==> config.mk <==
export PLATFORM = sky130hd
export DESIGN_NAME = clock_prescaler_divider_search
export DESIGN_NICKNAME = d
export VERILOG_FILES = /design/src/sv/cpds_pkg.sv /design/src/sv/cpds_dp.sv /design/src/sv/cpds_ctrl.sv /design/src/sv/clock_prescaler_divider_search.sv
export SDC_FILE = /design/constraint.sdc
export NUM_CORES = 1
export LEC_CHECK = 0
export BUFFER_PORTS_ARGS = -buffer_cell sky130_fd_sc_hd__buf_2
export CAP_MARGIN = 20
export CORE_AREA = 5 5 130 132
export DETAILED_ROUTE_END_ITERATION = 10
export DIE_AREA = 0 0 135 137
export PLACE_DENSITY = 0.83
export SYNTH_ARGS = -nofsm -noshare
export SYNTH_HDL_FRONTEND = slang
export SYNTH_SLANG_ARGS = --single-unit
==> constraint.sdc <==
create_clock -name i_clk -period 5.4 [get_ports i_clk]
set_clock_uncertainty 0.2 [all_clocks]
set_input_delay 1.08 -clock i_clk [delete_from_list [all_inputs] [get_ports i_clk]]
set_output_delay 1.08 -clock i_clk [all_outputs]
set_load 0.02 [all_outputs]
==> src/sv/cpds_pkg.sv <==
`timescale 1ns / 1ps
`default_nettype none
// ----------------------------------------------------------------------------
// Clock prescaler divider search package
// Shared constants, controller state type and controller/datapath bundles.
// ----------------------------------------------------------------------------
package cpds_pkg;

    localparam int unsigned MAX_PRESCALER_DEF = 2048;
    localparam int unsigned MAX_DIVIDER_DEF   = 15;

    localparam int unsigned RATE_W     = 32;
    localparam int unsigned PRE_OUT_W  = 13;
    localparam int unsigned DIV_OUT_W  = 5;
    localparam int unsigned WORD_OUT_W = 17;

    typedef enum logic [1:0] {
        ST_IDLE,
        ST_SEARCH,
        ST_DONE
    } t_state;

    typedef struct packed {
        logic load;
        logic step_div;
        logic step_pre;
        logic fail;
        logic mark_hit;
    } t_dp_cmd;

    typedef struct packed {
        logic hit;
        logic last_div;
        logic last_pre;
    } t_dp_stat;

endpackage
`default_nettype wire

==> src/sv/cpds_dp.sv <==
`timescale 1ns / 1ps
`default_nettype none
// ----------------------------------------------------------------------------
// Clock prescaler divider search datapath
// Holds the shifted source rate and a running multiple of the target rate
// plus one, and tests one prescaler and divider pair each cycle.
// ----------------------------------------------------------------------------
module cpds_dp #(
    parameter int unsigned MAX_PRESCALER = cpds_pkg::MAX_PRESCALER_DEF,
    parameter int unsigned MAX_DIVIDER   = cpds_pkg::MAX_DIVIDER_DEF
) (
    input  wire logic                                i_clk,
    input  wire cpds_pkg::t_dp_cmd                   i_cmd,
    input  wire logic [cpds_pkg::RATE_W-1:0]         i_source_rate,
    input  wire logic [cpds_pkg::RATE_W-1:0]         i_target_rate,
    output cpds_pkg::t_dp_stat                       o_stat,
    output logic      [cpds_pkg::PRE_OUT_W-1:0]      o_prescaler,
    output logic      [cpds_pkg::DIV_OUT_W-1:0]      o_divider,
    output logic      [cpds_pkg::WORD_OUT_W-1:0]     o_rate_word,
    output logic                                     o_found
);

    localparam int unsigned PRE_W  = $clog2(MAX_PRESCALER + 1) + 1;
    localparam int unsigned DIV_W  = $clog2(MAX_DIVIDER + 2);
    localparam int unsigned TGT_W  = cpds_pkg::RATE_W + 1;
    localparam int unsigned ACC_W  = TGT_W + DIV_W;
    localparam int unsigned WORD_W = PRE_W + 4 + DIV_W;

    logic [cpds_pkg::RATE_W-1:0] r_src_sh;
    logic [TGT_W-1:0]            r_tgt1;
    logic [ACC_W-1:0]            r_acc;
    logic [DIV_W-1:0]            r_div;
    logic [PRE_W-1:0]            r_pre;
    logic                        r_found;

    logic [TGT_W-1:0]  n_tgt1;
    logic [PRE_W-1:0]  n_pre;
    logic [WORD_W-1:0] rate_word_w;

    assign n_tgt1 = {1'b0, i_target_rate} + TGT_W'(1);
    assign n_pre  = (r_pre == '0) ? PRE_W'(1) : {r_pre[PRE_W-2:0], 1'b0};

    always_ff @(posedge i_clk) begin
        if (i_cmd.load) begin
            r_src_sh <= i_source_rate;
            r_tgt1   <= n_tgt1;
            r_acc    <= ACC_W'({n_tgt1, 1'b0});
            r_div    <= DIV_W'(1);
            r_pre    <= '0;
            r_found  <= 1'b0;
        end else if (i_cmd.step_div) begin
            r_acc <= r_acc + ACC_W'(r_tgt1);
            r_div <= r_div + DIV_W'(1);
        end else if (i_cmd.step_pre) begin
            r_src_sh <= {1'b0, r_src_sh[cpds_pkg::RATE_W-1:1]};
            r_acc    <= ACC_W'({r_tgt1, 1'b0});
            r_div    <= DIV_W'(1);
            r_pre    <= n_pre;
        end else if (i_cmd.fail) begin
            r_div <= DIV_W'(MAX_DIVIDER + 1);
            r_pre <= n_pre;
        end else if (i_cmd.mark_hit) begin
            r_found <= 1'b1;
        end
    end

    always_comb begin
        o_stat.hit      = ACC_W'(r_src_sh) < r_acc;
        o_stat.last_div = (r_div == DIV_W'(MAX_DIVIDER));
        o_stat.last_pre = (n_pre > PRE_W'(MAX_PRESCALER));
    end

    assign rate_word_w = {r_pre, 4'b0000, DIV_W'(0)} >> DIV_W | WORD_W'(r_div);
    assign o_prescaler = cpds_pkg::PRE_OUT_W'(r_pre);
    assign o_divider   = cpds_pkg::DIV_OUT_W'(r_div);
    assign o_rate_word = cpds_pkg::WORD_OUT_W'(rate_word_w);
    assign o_found     = r_found;

endmodule
`default_nettype wire

==> src/sv/cpds_ctrl.sv <==
`timescale 1ns / 1ps
`default_nettype none
// ----------------------------------------------------------------------------
// Clock prescaler divider search controller
// Sequences the load, the pair-by-pair search and the one-cycle result strobe.
// ----------------------------------------------------------------------------
module cpds_ctrl (
    input  wire logic               i_clk,
    input  wire logic               i_rst_n,
    input  wire logic               i_start,
    input  wire cpds_pkg::t_dp_stat i_stat,
    output cpds_pkg::t_dp_cmd       o_cmd,
    output logic                    o_busy,
    output logic                    o_valid
);

    cpds_pkg::t_state r_state;
    cpds_pkg::t_state n_state;

    always_ff @(posedge i_clk) begin
        if (!i_rst_n) begin
            r_state <= cpds_pkg::ST_IDLE;
        end else begin
            r_state <= n_state;
        end
    end

    always_comb begin
        n_state = r_state;
        o_cmd   = '0;
        o_busy  = 1'b1;
        o_valid = 1'b0;
        case (r_state)
            cpds_pkg::ST_IDLE: begin
                o_busy = 1'b0;
                if (i_start) begin
                    o_cmd.load = 1'b1;
                    n_state    = cpds_pkg::ST_SEARCH;
                end
            end
            cpds_pkg::ST_SEARCH: begin
                if (i_stat.hit) begin
                    o_cmd.mark_hit = 1'b1;
                    n_state        = cpds_pkg::ST_DONE;
                end else if (!i_stat.last_div) begin
                    o_cmd.step_div = 1'b1;
                end else if (!i_stat.last_pre) begin
                    o_cmd.step_pre = 1'b1;
                end else begin
                    o_cmd.fail = 1'b1;
                    n_state    = cpds_pkg::ST_DONE;
                end
            end
            cpds_pkg::ST_DONE: begin
                o_valid = 1'b1;
                n_state = cpds_pkg::ST_IDLE;
            end
            default: begin
                n_state = cpds_pkg::ST_IDLE;
            end
        endcase
    end

endmodule
`default_nettype wire

==> src/sv/clock_prescaler_divider_search.sv <==
// A taken request loads the datapath; the search state then tests pairs in order, and a fit
// or the last pair moves it to the done state, which strobes the result. Before the first fit
// 0 to 194 pairs fail at the default parameters; a search that finds no pair tests them all.
// One prescaler and divider pair is tested per cycle by an add and compare in the datapath.
// A new request is taken in the cycle after the strobe, once the controller is back in idle.
// Synchronous active-low reset returns the controller to idle; the receiver cannot stall.
`timescale 1ns / 1ps
`default_nettype none
// ----------------------------------------------------------------------------
// Clock prescaler divider search
// Finds the first prescaler and divider pair whose output rate is at or below
// the requested rate.
// ----------------------------------------------------------------------------
module clock_prescaler_divider_search #(
    parameter int unsigned MAX_PRESCALER = cpds_pkg::MAX_PRESCALER_DEF,
    parameter int unsigned MAX_DIVIDER   = cpds_pkg::MAX_DIVIDER_DEF
) (
    input  wire logic                                i_clk,
    input  wire logic                                i_rst_n,
    input  wire logic                                start,
    output logic                                     busy,
    input  wire logic [cpds_pkg::RATE_W-1:0]         i_source_rate,
    input  wire logic [cpds_pkg::RATE_W-1:0]         i_target_rate,
    output logic                                     o_valid,
    output logic      [cpds_pkg::PRE_OUT_W-1:0]      o_prescaler,
    output logic      [cpds_pkg::DIV_OUT_W-1:0]      o_divider,
    output logic      [cpds_pkg::WORD_OUT_W-1:0]     o_rate_word,
    output logic                                     o_found
);

    cpds_pkg::t_dp_cmd  dp_cmd;
    cpds_pkg::t_dp_stat dp_stat;

    cpds_ctrl u_ctrl (
        .i_clk   (i_clk),
        .i_rst_n (i_rst_n),
        .i_start (start),
        .i_stat  (dp_stat),
        .o_cmd   (dp_cmd),
        .o_busy  (busy),
        .o_valid (o_valid)
    );

    cpds_dp #(
        .MAX_PRESCALER (MAX_PRESCALER),
        .MAX_DIVIDER   (MAX_DIVIDER)
    ) u_dp (
        .i_clk         (i_clk),
        .i_cmd         (dp_cmd),
        .i_source_rate (i_source_rate),
        .i_target_rate (i_target_rate),
        .o_stat        (dp_stat),
        .o_prescaler   (o_prescaler),
        .o_divider     (o_divider),
        .o_rate_word   (o_rate_word),
        .o_found       (o_found)
    );

    a_strobe_single: assert property (@(posedge i_clk) disable iff (!i_rst_n)
        o_valid |=> !o_valid)
        else $error("Result strobe lasted more than one cycle.");

    a_start_busy: assert property (@(posedge i_clk) disable iff (!i_rst_n)
        (start && !busy) |=> (busy && !o_valid))
        else $error("Accepted request did not enter the search.");

    a_strobe_busy: assert property (@(posedge i_clk) disable iff (!i_rst_n)
        o_valid |-> busy)
        else $error("Result strobe while idle.");

    a_found_divider: assert property (@(posedge i_clk) disable iff (!i_rst_n)
        (o_valid && o_found) |-> (o_divider != '0))
        else $error("Found result carries a zero divider.");

endmodule
`default_nettype wire

==> results list <==
* Launching point of the worst reg2reg path: u_dp.r_src_sh[27]
- After the last flow step, the layout net total stands at 1106.
* Global-route usage over all layers: 22.74%
* Biggest area consumer among synthesized cells: sky130_fd_sc_hd__edfxtp_1
- Number of stages on the worst setup path: 12
- The worst path in the final design needs a cycle of 4.197 ns, including I/O delays and setup.
* Mapped Area: between 8000 and 9000 um2
- Dividing the detail-routed via count by the number of cells gives 5.704.
* Source of the critical timing path: u_dp.r_src_sh[27]
- Among cell families on the critical path, the largest total delay comes from simple AND/OR/NAND/NOR gates.
- The die covers 18500 um2.
- Die boundary height: about 140 um
* Mapped Cells: about 890
- The flow ran to the end, and the final reports show no timing, DRC or antenna violations.
- Dominant synthesized flop cell: sky130_fd_sc_hd__edfxtp_1
- The design draws 2.898 mW.
- Number of iterations in the first detailed-routing pass: 6
- In this run the tool buffered the top-level ports with around 100 buffer cells.
- Once detailed placement completed, the half-perimeter wirelength came to 14890 um.
* Post-synth EDFFs: around 100
- Deepest clock path buffer count: 2
- Share of the clock period used by the worst path: about 80%
* Actual transition at the worst max-transition pin: 0.8651 ns
* Delay of the slowest critical-path stage: 0.72 ns
* Seq/Total Area, Yosys: 42.72%
- Global-route wire length before repair: between 30000 and 40000 um
- Hold slack final: 0.2666 ns
* Worst setup EP type: flip-flop
- Worst setup path class: flip-flop to flip-flop
- Measured on the finished design, the core utilization comes to 59.71%.
* Aggregate routed wire length: between 20000 and 25000 um
- Top cells by area, synth: sky130_fd_sc_hd__edfxtp_1, sky130_fd_sc_hd__ha_1, sky130_fd_sc_hd__nand2_1
* Pin count of the biggest net entering global routing: 108
- The worst pin sits at a relative slew slack of between 40% and 50%.
- In this run, the number of DRC markers left after iteration 0 of detailed routing was 587.
- The number of clock buffers added by TritonCTS is 17.
- Count of maximum capacitance violations: 0
- The number of max-slew violations in the final report is 0.
* Remaining DRCs: 0
- After synthesis, the mean cell area works out to between 9 and 10 um2.
- The tree is rooted in a sky130_fd_sc_hd__clkbuf_16.
- Static leakage: 4.243 nW
- Registers take 3463 um2.
- Number of cells traversed by the worst hold path: 1
- Antenna diode count: 0
* Maximum clock frequency: 238.3 MHz
* Fraction of layout instances using a drive strength above 1: 15.75%
- Cell occurring most often along the worst timing path: sky130_fd_sc_hd__nand2_1
- Deepest level of the CTS H-tree: 4
- TritonCTS built the clock tree.
- Summed over its instances, the top area cell type makes up 36.30% of the synthesized netlist area.
* Unrepaired setup endpoints after global routing: no
* Footprint of the multi-input gates: 4253 um2
- Synthesis instantiated 60 different standard cells from the library.
- At the worst endpoint, the required time is 5.26 ns.
* Via count of the first global-routing pass: 6818
* Worst setup endpoint: u_dp.r_src_sh[23]
- The total count of hold-check failures in the final report was 0.
- Data on the critical path arrives at its endpoint at 4.06 ns.
- After clock tree synthesis, the clock-pin slew on the worst setup and hold paths is approximately 0.060 ns.
- Worst reg2reg setup slack: 1.20 ns
- The worst register-to-register path ends at u_dp.r_src_sh[23].
- Largest fanout on the critical path: 32
* Most instantiated library cell after synthesis: sky130_fd_sc_hd__nand2_1
* Most frequent cells after synthesis: sky130_fd_sc_hd__nand2_1, sky130_fd_sc_hd__edfxtp_1, sky130_fd_sc_hd__nor2_1
- STA classifies the critical path startpoint as a flip-flop.
- Number of cells traversed by the worst register-to-register path: 12
* Aggregate negative setup slack: 0 ns
- Counting the fill cells in the layout gives 1321.
- Counting flops with an async set or reset pin after synthesis yields a share of 0%.
* Placeable core region: 15600 um2
- Post-DRT Antenna Nets: 0
- Counting both buffers and inverters, the worst setup path holds a total of 2.
- Relative to the synthesized area, the layout overhead comes to 14.89%.
* Number of rows created at floorplan: 46
* #FFs+latches synth: 124
* Post-CTS setup buffer count: 0
- Global routing finished with a remaining overflow of 0.
- The congestion estimate from routability-driven global placement came to 0.9029.
* Critical path, cell by cell: ha_1, nand2_1, or4_4, nor3_2, nand2_1, a211oi_2, nor2_1, nor3_1, nand2_1, buf_4, o21ai_2, buf_4
- On the critical path, the stage with the largest delay is an instance of sky130_fd_sc_hd__nor3_1.
- For this configuration, the core starts out at a cell density of between 50 and 60%.
* Worst IR drop on VDD: 0.0002522 V
- Post-synthesis net count: ~1000
- After detailed routing, the average wire length per cell comes to roughly 17 um.
* Initial antenna violation count: 0
- PD cells: approximately 310 nW/um2
* Number of top-level pins: around 110
* Via count: 6845
- Count of endpoints failing setup in the final report: 0
- Warning count from the yosys run: 0
- Gates resized during post-CTS repair numbered 0.
- The die is ~140 um wide.
- Clock latency on the worst-skew pair, taken at its later pin, is 0.42 ns.
- HP Class: flip-flop to flip-flop
* Clk sink count: about 120
- Number of buffers inserted for hold repair after clock tree synthesis: 0
-- cell type report --
cell class	instances	area share [%]
multi-input cells	672	45.66
well taps	216	2.902
clock buffers	18	4.836
flip-flops and latches	124	37.18
repair buffers	112	6.448
clock inverters	14	1.169
inverters	44	1.800
-- per-stage QoR --
stage | instance area (um2) | worst slack (ns) | std cells
6_report | 9314 | 1.203 | 1200
5_1_grt | 9314 | 0.9368 | 1200
4_1_cts | 9286 | 1.242 | 1199
3_5_place_dp | 8727 | 1.244 | 1167
3_3_place_gp | 8727 | 1.375 | 1167
2_1_floorplan | 8107 | 0.5397 | 885
-- power by group --
| part | internal (mW) | switching, mW |
|---|---|---|
| Sequential | 1.13 | 0.0481 |
| Combinational | 0.258 | 0.386 |
| Clock | 0.621 | 0.456 |
| Total | 2.01 | 0.890 |
-- layout by cell type (no fill, tap or decap), drive strengths merged, types with 5 or more instances in the layout --
cell type	n
xor2	20
edfxtp	98
inv	51
a21o	27
mux2i	22
and2	9
ha	67
nand2b	6
nor3	10
clkbuf	18
a31oi	8
o21a	5
a21oi	63
nand3	26
nand2	154
dfxtp	26
clkinv	7
xnor2	35
nor4	8
o21ai	41
buf	112
nand4	13
nor2	79
and3	13
nor2b	8
a211oi	7
-- cell families after synthesis --
kind of cell,Yosys count,share of synthesized area (%)
AO/OA/AOI/OAI,182,13.91
adder cells (fa/ha/maj),68,10.59
multiplexers,22,2.716
flip-flops,124,42.72
buffers and inverters,89,4.893
XOR/XNOR,55,5.942
AND/OR/NAND/NOR,345,19.23
-- flip-flops by register name, indices dropped and copies added, names as in the netlist --
name	cells
u_dp.o_divider	5
u_ctrl.r_state	2
u_dp.o_found	1
u_dp.r_tgt1	33
u_dp.r_acc	38
u_dp.o_prescaler	13
u_dp.r_src_sh	32
-- how the worst min path moves through the flow --
stage,start,end,slack (ns)
3_5_place_dp,u_dp.r_acc[34],u_dp.r_acc[34],0.25
6_report,u_dp.r_acc[34],u_dp.r_acc[34],0.27
2_1_floorplan,u_dp.r_acc[35],u_dp.r_acc[35],0.23
3_3_place_gp,u_dp.r_acc[37],u_dp.r_acc[37],0.24
5_1_grt,u_dp.r_acc[37],u_dp.r_acc[37],0.30
4_1_cts,u_dp.r_acc[34],u_dp.r_acc[34],0.26
-- metal layers --
layer	vias up	global-route usage, %	part of all wire, %
met5	-	0	0
met4	0	9.351	2.9
met3	40	5.184	8.8
met2	319	37.08	46
met1	3175	29.38	42
li1	3311	-	-
Power figures use the tool's default switching activity.
